===== config.mk =====
export PLATFORM = sky130hd
export DESIGN_NAME = psu_predictor
export DESIGN_NICKNAME = d
export VERILOG_FILES = /design/src/sv/psu_pkg.sv /design/src/sv/psu_predictor.sv
export SDC_FILE = /design/constraint.sdc
export NUM_CORES = 1
export LEC_CHECK = 0
export BUFFER_PORTS_ARGS = -buffer_cell sky130_fd_sc_hd__buf_2
export CAP_MARGIN = 15
export CORE_UTILIZATION = 63
export DETAILED_ROUTE_END_ITERATION = 6
export PLACE_DENSITY_LB_ADDON = 0.05
export SYNTH_ARGS = -nofsm -noshare
export SYNTH_HDL_FRONTEND = slang
export SYNTH_SLANG_ARGS = --single-unit

===== constraint.sdc =====
create_clock -name vclk -period 9.05
set_input_delay 1.81 -clock vclk [all_inputs]
set_output_delay 1.81 -clock vclk [all_outputs]
set_load 0.02 [all_outputs]

===== src/sv/psu_pkg.sv =====
package psu_pkg;

   localparam int MAX_ROW_PIXELS_DEF      = 4096;
   localparam int MAX_BYTES_PER_PIXEL_DEF = 4;

   localparam int BYTE_W      = 8;
   localparam int ROW_WIDTH_W = 13;
   localparam int BPP_W       = 3;
   localparam int CSR_DATA_W  = 13;
   localparam int CSR_IDX_W   = 1;

   localparam logic [CSR_IDX_W-1:0] CSR_ROW_WIDTH = 1'd0;
   localparam logic [CSR_IDX_W-1:0] CSR_BPP       = 1'd1;

   localparam int MIN_BPP = 3;

   typedef enum logic [2:0] {
      FILT_NONE  = 3'd0,
      FILT_SUB   = 3'd1,
      FILT_UP    = 3'd2,
      FILT_AVG   = 3'd3,
      FILT_PAETH = 3'd4
   } psu_filter_type;

   typedef struct packed {
      psu_filter_type    filter;
      logic [BYTE_W-1:0] a;
      logic [BYTE_W-1:0] b;
      logic [BYTE_W-1:0] c;
   } psu_pred_in_type;

   // unknown filter codes decode as none
   function automatic psu_filter_type psu_decode_filter(input logic [BYTE_W-1:0] code);
      psu_filter_type f;
      if (code > BYTE_W'(FILT_PAETH)) begin
         f = FILT_NONE;
      end else begin
         f = psu_filter_type'(code[2:0]);
      end
      return f;
   endfunction

endpackage


===== src/sv/psu_predictor.sv =====
module psu_predictor
   import psu_pkg::*;
(
   input  psu_pred_in_type   pred_in,
   output logic [BYTE_W-1:0] pred
);

   logic signed [BYTE_W+1:0] a_s;
   logic signed [BYTE_W+1:0] b_s;
   logic signed [BYTE_W+1:0] c_s;
   logic signed [BYTE_W+1:0] da;
   logic signed [BYTE_W+1:0] db;
   logic signed [BYTE_W+1:0] dc;
   logic        [BYTE_W+1:0] pa;
   logic        [BYTE_W+1:0] pb;
   logic        [BYTE_W+1:0] pc;
   logic        [BYTE_W:0]   avg_sum;
   logic        [BYTE_W-1:0] paeth;

   always_comb begin
      a_s = signed'({2'b00, pred_in.a});
      b_s = signed'({2'b00, pred_in.b});
      c_s = signed'({2'b00, pred_in.c});
      da  = b_s - c_s;
      db  = a_s - c_s;
      dc  = a_s + b_s - c_s - c_s;
      pa  = (da < 0) ? unsigned'(-da) : unsigned'(da);
      pb  = (db < 0) ? unsigned'(-db) : unsigned'(db);
      pc  = (dc < 0) ? unsigned'(-dc) : unsigned'(dc);
      priority if (pa <= pb && pa <= pc) begin
         paeth = pred_in.a;
      end else if (pb <= pc) begin
         paeth = pred_in.b;
      end else begin
         paeth = pred_in.c;
      end
      avg_sum = {1'b0, pred_in.a} + {1'b0, pred_in.b};
   end

   always_comb begin
      unique case (pred_in.filter)
         FILT_SUB:   pred = pred_in.a;
         FILT_UP:    pred = pred_in.b;
         FILT_AVG:   pred = avg_sum[BYTE_W:1];
         FILT_PAETH: pred = paeth;
         default:    pred = '0;
      endcase
   end

endmodule


==> run_results.csv, run 1 <==
group,metric,value,unit
job,maxCapViolCount,0,
yosys,synth.yosys.seq_area_share,0,%
cells_and_area,seq_area,0,sq um
yosys,netlist_area,3170,sq um
route,drt-total-wl,7870,um
worst_setup_path,path_class,"in -> out",
floorplanning,num_rows,25,
cells_and_area,final_nets,548,
timing,finalSetupTns,0,ns
placed_design,io_buffer_count,35,
worst_setup_path,startpoint,"pred_in[9]",
worst_setup_path,slowest_stage,"fa_1",
route,antenna_left,0,
timing,rsz0062_at_grt,"false",
worst_setup_path,cp-end-kind,"output port",
route,met1_length,3630,um
cts,postCtsSetupBuffers,0,
route,drcViolationCount,0,
floorplanning,die_y,72.9,um
global_routing,antenna_found_initial,0,
hold_path,hold_start,"pred_in[7]",
worst_setup_path,max_stage_delay,0.54,ns
floorplanning,die_area,5320,sq um
timing,maxSlewViolCount,0,
global_routing,grt-ovfl-total,0,
cells_and_area,n_clock_buffer,0,
yosys,synth_area_per_cell,7.70,sq um
status,status,"completed",
worst_setup_path,cp_data_required_time,7.24,ns
route,drtIter0Drc,127,
placed_design,placed_area,3410,sq um
cells_and_area,diodes,0,
route,met3WireLength,340,um
route,met2RoutedLength,3840,um
cts,ctsHoldBuffers,0,
hold_path,hold_path_class,"in -> out",
floorplanning,die_x,72.9,um
cells_and_area,drive_gt1_share,17.1,%
yosys,netlist_instances,412,
yosys,synthDistinctLibCells,58,
route,dr.pass1.iters,4,
global_routing,grt_pass1_wl,13100,um
cells_and_area,postLayoutCellArea,3410,sq um
cts,postCtsResizedCells,0,
yosys,yosysWarnings,0,
worst_setup_path,cp_data_arrival_time,6.53,ns
worst_setup_path,worst-path-max-fanout,8,
global_routing,gr-usage-all-layers,31.6,%
cells_and_area,seq_cells,0,
power_and_ir_drop,ir_drop,135,uV
timing,final.period_utilization,92.2,%
power_and_ir_drop,cellPowerDensity,156,nW/um^2
route,vias,2966,
timing,tightest_slew,0.669,ns
placed_design,hpwlAfterDp,6910,um
timing,setup_viol,0,
worst_setup_path,crit_top_cell,"nor2_1",
timing,relSlewSlack,55.3,%
timing,hold_viol,0,
route,maxUsedRoutingLayer,"met4",
floorplanning,initial_core_util,66.2,%
route,avgViaCountPerCell,5.80,
timing,finalCriticalPeriod,8.34,ns
worst_setup_path,cp-start-kind,"input pin",
placed_design,routabilityCongestion,0.902,
floorplanning,pin_count,35,
timing,fmax,0.120,GHz
floorplanning,core,4790,sq um
global_routing,grt_pass1_vias,2834,
cells_and_area,nFillCells,435,
cells_and_area,syn2layout_area_growth,7.46,%
route,wl_per_cell,15.4,um
power_and_ir_drop,power.leakage,0.00173,uW
global_routing,grt_max_degree,18,
[per-stage QoR]
step           std cells  power [uW]  utilization (%)  hold WS, ns  setup WS [ns]
2_1_floorplan        414         416                -         3.84           1.42
3_3_place_gp         511         520             71.2         4.08          0.792
3_5_place_dp         511         528             71.2         4.08          0.744
4_1_cts              511         531             71.2         4.08          0.718
5_1_grt              511         604             71.2         4.10          0.252
6_report             511         533             71.2         4.09          0.706
[area by class of cell]
cell class	count	area (sq um)	share of cell area [%]
repair buffers	36	183	5.36
multi-input cells	348	2920	85.6
well taps	67	83.8	2.46
inverters	60	225	6.61
[metal layers]
layer | track usage (%) | vias up
met3 | 0.552 | 7
met5 | 0 | -
li1 | - | 1502
met1 | 43.0 | 1379
met2 | 57.2 | 78
met4 | 3.92 | 0
[final timing paths]
check / end / slack [ns] / cells after the start
worst min-delay path: pred[7] / 4.09 / 4
worst max-delay path: pred[0] / 0.71 / 26
[layout by cell type (no fill, tap or decap), drive strengths merged, types with 2 or more instances in the layout]
| cell | count |
|---|---|
| nor3 | 4 |
| nor2b | 5 |
| xnor2 | 30 |
| inv | 60 |
| nor2 | 28 |
| o21ai | 21 |
| mux2 | 2 |
| a22oi | 7 |
| nand2b | 10 |
| o221ai | 9 |
| a21oi | 41 |
| nand2 | 17 |
| o21a | 2 |
| a21boi | 2 |
| nand4b | 3 |
| conb | 4 |
| maj3 | 2 |
| mux2i | 9 |
| xor2 | 16 |
| and3 | 2 |
| or2 | 13 |
| o21bai | 6 |
| a21o | 8 |
| ha | 64 |
| buf | 36 |
| nor3b | 3 |
| nand4 | 5 |
| or4 | 2 |
| nand3 | 8 |
| a31oi | 2 |
| fa | 11 |
[kinds of logic after synthesis]
| kind of cell | after synthesis | share of synthesized area (%) |
|---|---|---|
| xor gates and xnor gates | 46 | 14.1 |
| muxes | 11 | 3.55 |
| buffers and inverters | 66 | 8.29 |
| AOI/OAI and AO/OA | 105 | 22.6 |
| adders and majority gates | 77 | 32.9 |
| other | 2 | 0.237 |
| and+or+nand+nor | 105 | 18.3 |
[power by group]
group | switching, uW | leakage (uW) | total [uW] | internal (uW)
Sequential | 0 | 0 | 0 | 0
Clock | 0 | 0 | 0 | 0
Combinational | 301 | 0.00173 | 533 | 232
Total | 301 | 0.00173 | 533 | 232
[synthesized netlist by cell type (2+ instances only)]
cell | number | area share (%)
nor2b_1 | 5 | 0.99
clkbuf_1 | 4 | 0.47
mux2i_1 | 9 | 2.8
nor3_2 | 2 | 0.63
mux2_2 | 2 | 0.71
nor3_1 | 2 | 0.32
xnor2_2 | 5 | 2.6
o21ai_1 | 4 | 0.63
nand4b_1 | 3 | 0.83
ha_1 | 64 | 25
nor3b_1 | 2 | 0.47
nor2_2 | 2 | 0.39
conb_1 | 2 | 0.24
a31oi_1 | 2 | 0.39
fa_1 | 11 | 6.9
nand2b_1 | 9 | 1.8
buf_6 | 2 | 0.71
o21bai_1 | 6 | 1.4
or4_1 | 2 | 0.47
xor2_1 | 15 | 4.1
inv_1 | 60 | 7.1
nor2_1 | 26 | 3.1
o221ai_1 | 8 | 2.2
and3_1 | 2 | 0.39
nand2_1 | 16 | 1.9
o21a_1 | 2 | 0.47
nand4_1 | 5 | 0.99
a21oi_2 | 6 | 1.7
a21o_1 | 8 | 1.9
a22oi_1 | 7 | 1.7
or2_2 | 12 | 2.4
nand3_1 | 8 | 1.3
xnor2_1 | 25 | 6.9
a21oi_1 | 35 | 5.5
o21ai_0 | 16 | 2.5
[worst max-delay path: cells and delay by family]
| kind | cells | cell delay, ns |
|---|---|---|
| adders and majority gates | 5 | 1.68 |
| and+or+nand+nor | 9 | 1.14 |
| buffers and inverters | 4 | 0.66 |
| AOI/OAI and AO/OA | 5 | 0.65 |
| xor gates and xnor gates | 2 | 0.36 |
| muxes | 1 | 0.22 |
No activity file was read; power rests on OpenSTA's default activity.
==> run 2: changes to the inputs <==
Settings changed: REMOVE_ABC_BUFFERS set to 1.
==> run 2 against run 1 <==
  * Fmax down 0.62%
  * Critical endpoint is now pred[5]
  * Largest power group unchanged
  * Die area unchanged
  * Setup slack lost 0.052 ns
==> run_results.csv, run 2 (synthesized netlist as in run 1, its figures left out) <==
group,metric,value,unit
cells_and_area,final_common_cell,"ha_1",
global_routing,use_met3,1.24,%
timing,setup_viol,0,
power_and_ir_drop,power.leakage,0.00173,uW
cts,ctsHoldBuffers,0,
worst_setup_path,slowest_stage,"fa_1",
status,status,"completed",
worst_setup_path,cp_data_arrival_time,6.59,ns
worst_setup_path,max_stage_delay,0.52,ns
timing,tightest_slew,0.637,ns
cells_and_area,layout_common_cells,"ha_1 (64), inv_1 (60), a21oi_1 (35), buf_2 (35), nor2_1 (26)",
cells_and_area,seq_area,0,sq um
floorplanning,num_rows,25,
timing,finalCriticalPeriod,8.40,ns
timing,finalSetupTns,0,ns
timing,relSlewSlack,57.4,%
global_routing,grt_max_degree,18,
global_routing,busiest_layer,"met2",
floorplanning,die_area,5320,sq um
worst_setup_path,cp-end-kind,"output port",
route,wl_per_cell,15.9,um
floorplanning,pin_count,35,
job,maxCapViolCount,0,
route,dr.pass1.iters,5,
worst_setup_path,cp-start-kind,"input pin",
route,avgViaCountPerCell,5.84,
global_routing,gr-usage-all-layers,32.6,%
placed_design,hpwlAfterDp,7150,um
global_routing,use_met1,43.4,%
worst_setup_path,worst-path-max-fanout,8,
cts,postCtsSetupBuffers,0,
global_routing,grt_pass1_wl,13500,um
floorplanning,die_y,72.9,um
power_and_ir_drop,sequentialPowerShare,0,%
cells_and_area,syn2layout_area_growth,7.46,%
cells_and_area,seq_cells,0,
floorplanning,initial_core_util,66.2,%
power_and_ir_drop,cellPowerDensity,159,nW/um^2
power_and_ir_drop,power.internal,233,uW
placed_design,routabilityCongestion,0.904,
route,vias,2985,
global_routing,antenna_found_initial,0,
worst_setup_path,crit_chain,"buf_2 > fa_1 > ha_1 > inv_1 > fa_1 > xor2_1 > and3_1 > nor3b_1 > inv_1 > o21ai_0 > xor2_1 > ha_1 > nand3_1 > nor2_1 > nand3_1 > o21ai_0 > maj3_2 > nor2_1 > nor3b_2 > buf_4 > mux2i_1 > o221ai_1 > buf_2",
route,antenna_left,0,
power_and_ir_drop,p_comb_share,100.0,%
hold_path,hold_start,"pred_in[7]",
floorplanning,die_x,72.9,um
global_routing,grt_pass1_vias,2941,
power_and_ir_drop,p_sw,309,uW
global_routing,grt-ovfl-total,0,
cells_and_area,final_nets,548,
timing,rsz0062_at_grt,"false",
timing,final.period_utilization,92.8,%
global_routing,grtUsageMet2,57.9,%
cells_and_area,postLayoutCoreUtil,71.2,%
worst_setup_path,cp_top_family,"adder cells",
route,drcViolationCount,0,
placed_design,io_buffer_count,35,
route,drtIter0Drc,130,
timing,fmax,0.119,GHz
timing,maxSlewViolCount,0,
power_and_ir_drop,clockPowerShare,0,%
timing,hold_viol,0,
floorplanning,core,4790,sq um
power_and_ir_drop,ir_drop,136,uV
worst_setup_path,startpoint,"pred_in[9]",
cells_and_area,diodes,0,
cells_and_area,drive_gt1_share,17.1,%
cts,postCtsResizedCells,0,
route,drt-total-wl,8130,um
cells_and_area,nFillCells,429,
power_and_ir_drop,switching_share,57.0,%
cells_and_area,n_clock_buffer,0,
worst_setup_path,cp_data_required_time,7.24,ns
hold_path,hold_path_class,"in -> out",
worst_setup_path,path_class,"in -> out",
worst_setup_path,path_buf_inv,5,
run 2: cell counts in the layout (fill, tap and decap cells not counted):
No cell type changed its count.
run 2: cell type report:
class,instances,area (sq um),share of cell area [%]
repair buffers,36,183,5.36
well taps,67,83.8,2.46
inverters,60,225,6.61
multi-input cells,348,2920,85.6
run 2: metal layers:
layer,share of wire (%),up-vias
li1,-,1505
met1,46,1382
met2,49,82
met3,3.7,16
met4,2.0,0
met5,0,-
run 2: stage by stage:
stage	total power (uW)	hold WS (ns)	instances	setup WS [ns]	area (sq um)
floorplan	410	3.84	408	1.11	3140
global placement	520	4.09	511	0.784	3410
detailed placement	533	4.10	511	0.737	3410
CTS	536	4.10	511	0.715	3410
global route	609	4.14	511	0.312	3410
finish	542	4.11	511	0.655	3410
run 2: path summary, 6_finish.rpt:
path | to | depth (start not counted)
max | pred[5] | 23
min | pred[7] | 4
run 2: power groups by stage:
| stage | clock network [uW] | registers, uW | logic, uW |
|---|---|---|---|
| finish | 0 | 0 | 542 |
| global route | 0 | 0 | 609 |
| CTS | 0 | 0 | 536 |
| detailed placement | 0 | 0 | 533 |
| global placement | 0 | 0 | 520 |
| floorplan | 0 | 0 | 410 |
